<file path="config.mk">
export PLATFORM = sky130hd
export DESIGN_NAME = ldcm_norm
export DESIGN_NICKNAME = d
export VERILOG_FILES = /design/src/lens_distortion_coordinate_map_macros.svh /design/src/ldcm_pkg.sv /design/src/ldcm_norm.sv
export SDC_FILE = /design/constraint.sdc
export NUM_CORES = 2
export LEC_CHECK = 0
export ABC_AREA = 0
export BUFFER_PORTS_ARGS = -buffer_cell sky130_fd_sc_hd__clkbuf_2
export CORE_MARGIN = 2
export CORE_UTILIZATION = 45
export CTS_BUF_LIST = sky130_fd_sc_hd__clkbuf_8 sky130_fd_sc_hd__clkbuf_16
export DETAILED_ROUTE_END_ITERATION = 7
export GPL_TIMING_DRIVEN = 0
export PLACE_DENSITY = 0.71
export SLEW_MARGIN = 30
export SYNTH_ARGS = -nofsm -noshare
export SYNTH_HDL_FRONTEND = slang
export SYNTH_SLANG_ARGS = --single-unit
</file>
<file path="constraint.sdc">
create_clock -name i_clk -period 8.3 [get_ports i_clk]
set_input_delay 0.83 -clock i_clk [delete_from_list [all_inputs] [get_ports i_clk]]
set_output_delay 0.83 -clock i_clk [all_outputs]
set_load 0.05 [all_outputs]
</file>
<file path="src/lens_distortion_coordinate_map_macros.svh">
// ----------------------------------------------------------------------------
// lens distortion map assertion macros
// concurrent checks clocked on i_clk, disabled while i_rst_n is low
// ----------------------------------------------------------------------------
`ifndef LENS_DISTORTION_COORDINATE_MAP_MACROS_SVH
`define LENS_DISTORTION_COORDINATE_MAP_MACROS_SVH
`ifndef SYNTHESIS
// condition holds, consequence holds in the same cycle
`define LDCM_ASSERT_SAME(lbl, ante, cons) \
    lbl: assert property (@(posedge i_clk) disable iff (!i_rst_n) (ante) |-> (cons)) \
        else $error("ldcm check failed");
// condition holds, consequence holds in the next cycle
`define LDCM_ASSERT_NEXT(lbl, ante, cons) \
    lbl: assert property (@(posedge i_clk) disable iff (!i_rst_n) (ante) |=> (cons)) \
        else $error("ldcm check failed");
`else
`define LDCM_ASSERT_SAME(lbl, ante, cons)
`define LDCM_ASSERT_NEXT(lbl, ante, cons)
`endif
`endif

</file>
<file path="src/ldcm_pkg.sv">
// ----------------------------------------------------------------------------
// ldcm_pkg
// types, widths and helpers shared by the lens distortion map
// ----------------------------------------------------------------------------
package ldcm_pkg;

    // frame limits
    localparam int MAX_WIDTH  = 4096;
    localparam int MAX_HEIGHT = 4096;
    localparam int LIM_W      = 17;

    // field widths
    localparam int PIX_W     = 12;
    localparam int FOCAL_W   = 24;
    localparam int CENTER_W  = 20;
    localparam int COEF_W    = 20;
    localparam int OUT_W     = 24;
    localparam int CFG_W     = 24;
    localparam int CFG_IDX_W = 3;

    // internal widths
    localparam int NORM_W    = 28;
    localparam int NORM_FRAC = 24;
    localparam int COEF_FRAC = 16;
    localparam int LOW_W     = NORM_W - NORM_FRAC;
    localparam int DIV_STEPS = NORM_W;
    localparam int XX_W      = 33;
    localparam int R2_W      = XX_W + 1;
    localparam int R4_W      = 44;
    localparam int XD_W      = 44;
    localparam int RAD_W     = 32;
    localparam int WIDE_W    = 80;

    // pipeline depth per unit
    localparam int NORM_LAT = DIV_STEPS + 2;
    localparam int DIST_LAT = 8;
    localparam int PROJ_LAT = 2;
    localparam int PIPE_LAT = NORM_LAT + DIST_LAT + PROJ_LAT;

    // clip limits
    localparam logic signed [NORM_W-1:0] NORM_MAX = {1'b0, {(NORM_W-1){1'b1}}};
    localparam logic signed [NORM_W-1:0] NORM_MIN = {1'b1, {(NORM_W-1){1'b0}}};
    localparam logic signed [WIDE_W-1:0] RAD_MAX  = WIDE_W'(64'sd2147483647);
    localparam logic signed [WIDE_W-1:0] RAD_MIN  = -WIDE_W'(64'sd2147483648);
    localparam logic signed [WIDE_W-1:0] OUT_MAX  = WIDE_W'(64'sd8388607);
    localparam logic signed [WIDE_W-1:0] OUT_MIN  = -WIDE_W'(64'sd8388608);
    localparam logic signed [WIDE_W-1:0] ONE_Q24  = WIDE_W'(64'sd16777216);

    // register indexes
    typedef enum logic [CFG_IDX_W-1:0] {
        REG_FOCAL_X       = 3'd0,
        REG_FOCAL_Y       = 3'd1,
        REG_CENTER_X      = 3'd2,
        REG_CENTER_Y      = 3'd3,
        REG_RADIAL_K1     = 3'd4,
        REG_RADIAL_K2     = 3'd5,
        REG_TANGENTIAL_P1 = 3'd6,
        REG_TANGENTIAL_P2 = 3'd7
    } t_reg_idx;

    typedef struct packed {
        logic [PIX_W-1:0] pixel_col;
        logic [PIX_W-1:0] pixel_row;
    } t_in;

    typedef struct packed {
        logic signed [OUT_W-1:0] source_col;
        logic signed [OUT_W-1:0] source_row;
        logic                    saturated;
    } t_out;

    typedef struct packed {
        logic        [FOCAL_W-1:0]  focal_x;
        logic        [FOCAL_W-1:0]  focal_y;
        logic        [CENTER_W-1:0] center_x;
        logic        [CENTER_W-1:0] center_y;
        logic signed [COEF_W-1:0]   radial_k1;
        logic signed [COEF_W-1:0]   radial_k2;
        logic signed [COEF_W-1:0]   tangential_p1;
        logic signed [COEF_W-1:0]   tangential_p2;
    } t_cfg;

    typedef struct packed {
        logic signed [NORM_W-1:0] x;
        logic signed [NORM_W-1:0] y;
        logic                     sat;
    } t_norm;

    typedef struct packed {
        logic signed [XD_W-1:0] xd;
        logic signed [XD_W-1:0] yd;
        logic                   sat;
    } t_dist;

    // arithmetic right shift with round half up
    function automatic logic signed [WIDE_W-1:0] rnd_shr(
        input logic signed [WIDE_W-1:0] v,
        input int unsigned              s
    );
        logic signed [WIDE_W-1:0] half;
        half = WIDE_W'(1) <<< (s - 1);
        return (v + half) >>> s;
    endfunction

endpackage

</file>
<file path="src/ldcm_norm.sv">
// ----------------------------------------------------------------------------
// ldcm_norm
// centers one coordinate and divides it by the focal length, one quotient
// bit per stage, result Q4.24 with clipping
// ----------------------------------------------------------------------------
module ldcm_norm (
    input  logic                                 i_clk,
    input  logic                                 i_adv,
    input  logic        [ldcm_pkg::PIX_W-1:0]    i_pix,
    input  logic        [ldcm_pkg::CENTER_W-1:0] i_center,
    input  logic        [ldcm_pkg::FOCAL_W-1:0]  i_focal,
    output logic signed [ldcm_pkg::NORM_W-1:0]   o_norm,
    output logic                                 o_sat
);
    import ldcm_pkg::*;

    logic signed [CENTER_W:0]   n_d;
    logic signed [CENTER_W:0]   n_dn;
    logic        [CENTER_W-1:0] n_mag;
    logic                       n_neg;
    logic                       n_ovf;
    logic        [FOCAL_W-1:0]  w_div;

    logic [FOCAL_W-1:0] r_rem [0:DIV_STEPS];
    logic [NORM_W-1:0]  r_q   [0:DIV_STEPS];
    logic [LOW_W-1:0]   r_low [0:DIV_STEPS];
    logic               r_neg [0:DIV_STEPS];
    logic               r_ovf [0:DIV_STEPS];

    logic signed [NORM_W-1:0] n_norm;
    logic                     n_sat;
    logic signed [NORM_W-1:0] r_norm;
    logic                     r_sat;

    // offset from principal point, magnitude and early overflow test
    always_comb begin
        n_d   = $signed({1'b0, i_pix, 8'b0}) - $signed({1'b0, i_center});
        n_dn  = -n_d;
        n_neg = n_d[CENTER_W];
        n_mag = n_neg ? n_dn[CENTER_W-1:0] : n_d[CENTER_W-1:0];
        w_div = (i_focal == '0) ? FOCAL_W'(1) : i_focal;
        n_ovf = NORM_W'(n_mag) >= {w_div, LOW_W'(0)};
    end

    always_ff @(posedge i_clk) begin
        if (i_adv) begin
            r_rem[0] <= FOCAL_W'(n_mag[CENTER_W-1:LOW_W]);
            r_q[0]   <= '0;
            r_low[0] <= n_mag[LOW_W-1:0];
            r_neg[0] <= n_neg;
            r_ovf[0] <= n_ovf;
        end
    end

    // restoring divider, one step per stage
    for (genvar k = 0; k < DIV_STEPS; k++) begin : g_step
        logic [FOCAL_W:0]   w_rem2;
        logic               w_ge;
        logic [FOCAL_W-1:0] n_rem;

        assign w_rem2 = {r_rem[k], r_low[k][LOW_W-1]};
        assign w_ge   = w_rem2 >= {1'b0, w_div};
        assign n_rem  = w_ge ? FOCAL_W'(w_rem2 - {1'b0, w_div}) : w_rem2[FOCAL_W-1:0];

        always_ff @(posedge i_clk) begin
            if (i_adv) begin
                r_rem[k+1] <= n_rem;
                r_q[k+1]   <= {r_q[k][NORM_W-2:0], w_ge};
                r_low[k+1] <= r_low[k] << 1;
                r_neg[k+1] <= r_neg[k];
                r_ovf[k+1] <= r_ovf[k];
            end
        end
    end

    // sign and clip
    always_comb begin
        n_sat  = 1'b0;
        n_norm = $signed(r_q[DIV_STEPS]);
        if (r_ovf[DIV_STEPS]) begin
            n_sat  = 1'b1;
            n_norm = r_neg[DIV_STEPS] ? NORM_MIN : NORM_MAX;
        end else if (!r_neg[DIV_STEPS]) begin
            if (r_q[DIV_STEPS][NORM_W-1]) begin
                n_sat  = 1'b1;
                n_norm = NORM_MAX;
            end
        end else if (r_q[DIV_STEPS] > {1'b1, {(NORM_W-1){1'b0}}}) begin
            n_sat  = 1'b1;
            n_norm = NORM_MIN;
        end else begin
            n_norm = -$signed(r_q[DIV_STEPS]);
        end
    end

    always_ff @(posedge i_clk) begin
        if (i_adv) begin
            r_norm <= n_norm;
            r_sat  <= n_sat;
        end
    end

    assign o_norm = r_norm;
    assign o_sat  = r_sat;

endmodule

</file>
==> summary.txt <==
Outcome
  • Outcome: finished, final reports clean

Yosys
  • Syn_area_per_cell: 11.4 um^2
  • Distinct cell type count of the synthesized netlist: 105
  • Flip-flop and latch count after synthesis: 1167
  • Fraction of registers with async set or reset after synthesis: 0%
  • Most frequent cell after synthesis: sky130_fd_sc_hd__edfxtp_1
  • Synth area leader: sky130_fd_sc_hd__edfxtp_1
  • Cell count after synthesis: 6535
  • Number of enable flip-flop cells after synthesis: 1167
  • Warning count from the yosys run: 0
  • Part of the Yosys area used for sequential elements: 47.2%
  • Top cells by area in the synthesized netlist: sky130_fd_sc_hd__edfxtp_1, sky130_fd_sc_hd__ha_1, sky130_fd_sc_hd__mux2_2, sky130_fd_sc_hd__xnor2_1, sky130_fd_sc_hd__a21oi_1
  • Ys flop type: sky130_fd_sc_hd__edfxtp_1
  • Mapped Area: 74300 um^2
  • Area share of the largest cell type after synthesis: 47.2%
  • Commonest cells post-synth: sky130_fd_sc_hd__edfxtp_1, sky130_fd_sc_hd__ha_1, sky130_fd_sc_hd__a21oi_1
  • Total nets after synthesis: 7314

Global routing
  • First-pass GRT wire length: 291000 um
  • Number of antenna violations at the first check in global routing: 7
  • Vias in the first global route: 51618
  • Pin count of the biggest net entering global routing: 93
  • Overflow left after global routing: 0
  • All-layer global routing usage: 22.0%

STA
  • Post-route worst hold slack: 352 ps
  • Worst slew pin tran: 1090 ps
  • Hold violation count in the final report: 0
  • TNS Setup: 0 ps
  • Final setup fails: 0
  • Final worst path period share: 95.2%
  • Final setup skew: 49.5 ps
  • Number of slew-limit violations in the final report: 0
  • Post-layout min period: 7900 ps
  • Highest clock frequency the design can meet: 127 MHz
  • Worst max-slew margin expressed relative to the limit: 26.7%
  • RSZ-0062 raised after global routing: false

Detailed routing
  • Wire length after detailed routing: 189000 um
  • DRC violation total after the first TritonRoute iteration: 4473
  • Average wire length per cell after detail routing: 20.8 um
  • Vias per Instance: 5.87
  • Residual DRC count: 0
  • Number of routed nets with antenna violations: 0
  • Number of vias after detailed routing: 53355
  • First-pass DRT Iterations: 7

Floorplan
  • Die Span X: 410 um
  • Total die area: 168000 um^2
  • Boundary Pins: 87
  • Die outline height: 410 um
  • Area of the core: 164000 um^2
  • Core Rows: 149
  • Initial standard-cell utilization of the core: 45.2%

Setup path
  • Family with the most delay on the worst path: compound AO/OA/AOI/OAI gates
  • Maximum cell stage delay along the critical path: 1030 ps
  • Maximum fanout encountered on the critical timing path: 30
  • Critical path arrival: 8430 ps
  • Count of buffering cells on the critical path with inverters included: 5
  • Critical Path Source Type: input port
  • Required time reported for the critical path endpoint: 8830 ps
  • Slowest stage cell on the critical path: sky130_fd_sc_hd__nor4_1
  • Start-to-end type of the worst setup path: in2reg
  • Crit path cell chain: clkbuf_2, nor4_1, nand2_1, o31ai_4, inv_2, buf_2, clkbuf_4, buf_16, fa_1, a21o_1, a21oi_1, o21bai_1, a2111oi_0, o21ai_0, and3_1, o31ai_1, o21bai_1, a21oi_1, xnor2_1, mux2_2
  • Endpoint kind of the worst setup timing path: register

Placement
  • Number of cells after detailed placement: 8848
  • Total half-perimeter wirelength after legalization and detailed placement: 136000 um
  • Buffers added on ports: 84
  • Final RePlAce weighted congestion: 0.921

Run
  • Reported max-cap violation count: 0

Finish
  • Share of cells above drive strength 1: 12.0%
  • Fillers: 14369
  • Non-filler instance count after layout: 9084
  • Post-layout net count: 7573
  • Area growth from synthesis to layout: 11.5%
  • Register cell area after layout: 35000 um^2
  • Area occupied by multi-input gates: 37900 um^2

CTS
  • CTS max path bufs: 3
  • Post-CTS Setup Bufs: 0
  • Post-cts repair resize count: 0
  • Number of H-tree levels: 4
  • Insertion delay to the later sink of the worst-skew pair: 790 ps
  • Number of buffers added to fix hold violations after cts: 0
  • CTS root buffer: sky130_fd_sc_hd__clkbuf_16
  • Reg clk slew, reported paths: 60 ps
  • Sink count of the clock tree: 1167
  • CTS tree: built
  • Total CTS buffers: 133

Hold path
  • Type of the most critical hold path: in2reg

Power and ir drop
  • Leakage power: 32.6 nW
  • Power density over the cells: 401 nW/um^2
  • Worst vdd rail ir drop: 0.000264 V
-- cell type report --
cell class | instances | area share (%)
multi-input combinational | 5026 | 45.8
sequential | 1167 | 42.3
clock buffer | 133 | 4.02
tap | 2189 | 3.31
timing repair buffer | 124 | 1.68
clock inverter | 101 | 1.21
inverter | 218 | 1.06
buffer | 124 | 0.619
antenna | 2 | 0.00604
-- per-stage QoR --
step	utilization, %	instance area, um^2	setup slack [ps]	total power [W]
floorplan	-	74300	1940	0.0230
global placement	47.1	77400	-13820	0.0270
detailed placement	47.7	78500	-243	0.0271
CTS	50.4	82800	595	0.0332
global route	50.4	82800	369	0.0354
finish	50.4	82800	401	0.0332
-- cell usage in the layout (no fill, tap or decap), types with 27 or more instances in the layout --
master / synthesis / layout
sky130_fd_sc_hd__a21oi_1: 579 / 579
sky130_fd_sc_hd__clkbuf_1: 88 / 85
sky130_fd_sc_hd__or2_2: 29 / 29
sky130_fd_sc_hd__a31oi_1: 71 / 71
sky130_fd_sc_hd__o22ai_1: 27 / 27
sky130_fd_sc_hd__nand4_1: 108 / 108
sky130_fd_sc_hd__inv_1: 216 / 213
sky130_fd_sc_hd__nor2_1: 425 / 425
sky130_fd_sc_hd__edfxtp_1: 1167 / 1167
sky130_fd_sc_hd__nand2_1: 338 / 338
sky130_fd_sc_hd__clkbuf_2: 1 / 86
sky130_fd_sc_hd__mux2_2: 381 / 381
sky130_fd_sc_hd__and2_1: 29 / 29
sky130_fd_sc_hd__ha_1: 694 / 694
sky130_fd_sc_hd__nor2b_1: 72 / 72
sky130_fd_sc_hd__nand2b_1: 76 / 76
sky130_fd_sc_hd__xor2_1: 194 / 194
sky130_fd_sc_hd__or3_1: 35 / 35
sky130_fd_sc_hd__fa_1: 27 / 27
sky130_fd_sc_hd__o21bai_1: 83 / 83
sky130_fd_sc_hd__clkbuf_16: 0 / 133
sky130_fd_sc_hd__o31ai_1: 33 / 33
sky130_fd_sc_hd__a21o_1: 316 / 316
sky130_fd_sc_hd__and3_1: 45 / 45
sky130_fd_sc_hd__nand3_1: 107 / 107
sky130_fd_sc_hd__nor3_1: 138 / 137
sky130_fd_sc_hd__nor4_1: 34 / 34
sky130_fd_sc_hd__xnor2_1: 367 / 367
sky130_fd_sc_hd__o21a_1: 72 / 72
sky130_fd_sc_hd__clkinv_1: 0 / 29
sky130_fd_sc_hd__o21ai_0: 328 / 328
sky130_fd_sc_hd__a211oi_1: 38 / 38
-- kinds of logic after synthesis --
family | after synthesis | synth area share, %
AOI/OAI and AO/OA | 1819 | 15.7
xor gates and xnor gates | 562 | 6.65
adders and majority gates | 721 | 12.4
buffers and inverters | 342 | 1.78
DFF | 1167 | 47.2
muxes | 421 | 6.34
and+or+nand+nor | 1503 | 9.90
-- layer usage --
metal | routed length (um) | GRT usage (%) | part of all wire (%) | vias up
met5 | 13 | 0 | 0.0069 | -
met2 | 88600 | 36.6 | 47 | 1687
met4 | 8890 | 9.65 | 4.7 | 2
li1 | - | - | - | 25579
met3 | 10500 | 3.16 | 5.5 | 441
met1 | 81300 | 28.6 | 43 | 25646
-- where the power goes --
| part | internal [W] | switching (W) | leakage (nW) | total [W] |
|---|---|---|---|---|
| logic | 0.00760 | 0.00923 | 19.0 | 0.0168 |
| clock network | 0.00328 | 0.00250 | 2.16 | 0.00578 |
| registers | 0.00942 | 0.00120 | 11.4 | 0.0106 |
-- sequential cells by signal, summed over array words and instances, names as in the netlist --
register / cells
r_ovf: 29
o_sat: 1
r_neg: 29
r_rem: 664
r_q: 406
o_norm: 28
r_low: 10
-- path summary, 6_finish.rpt --
| check | from | depth (start not counted) | end | slack, ps |
|---|---|---|---|---|
| setup / recovery | i_focal[0] | 20 | r_rem[3][46]$_DFFE_PP_ | 400 |
| hold / removal | i_center[0] | 1 | r_low[0][0]$_DFFE_PP_ | 350 |
| hold reg to reg | r_q[6][8]$_DFFE_PP_ | 0 | r_q[6][37]$_DFFE_PP_ | 400 |
| setup reg to reg | r_rem[9][37]$_DFFE_PP_ | 11 | r_rem[10][19]$_DFFE_PP_ | 3730 |
No activity file was read; power rests on OpenSTA's default activity.
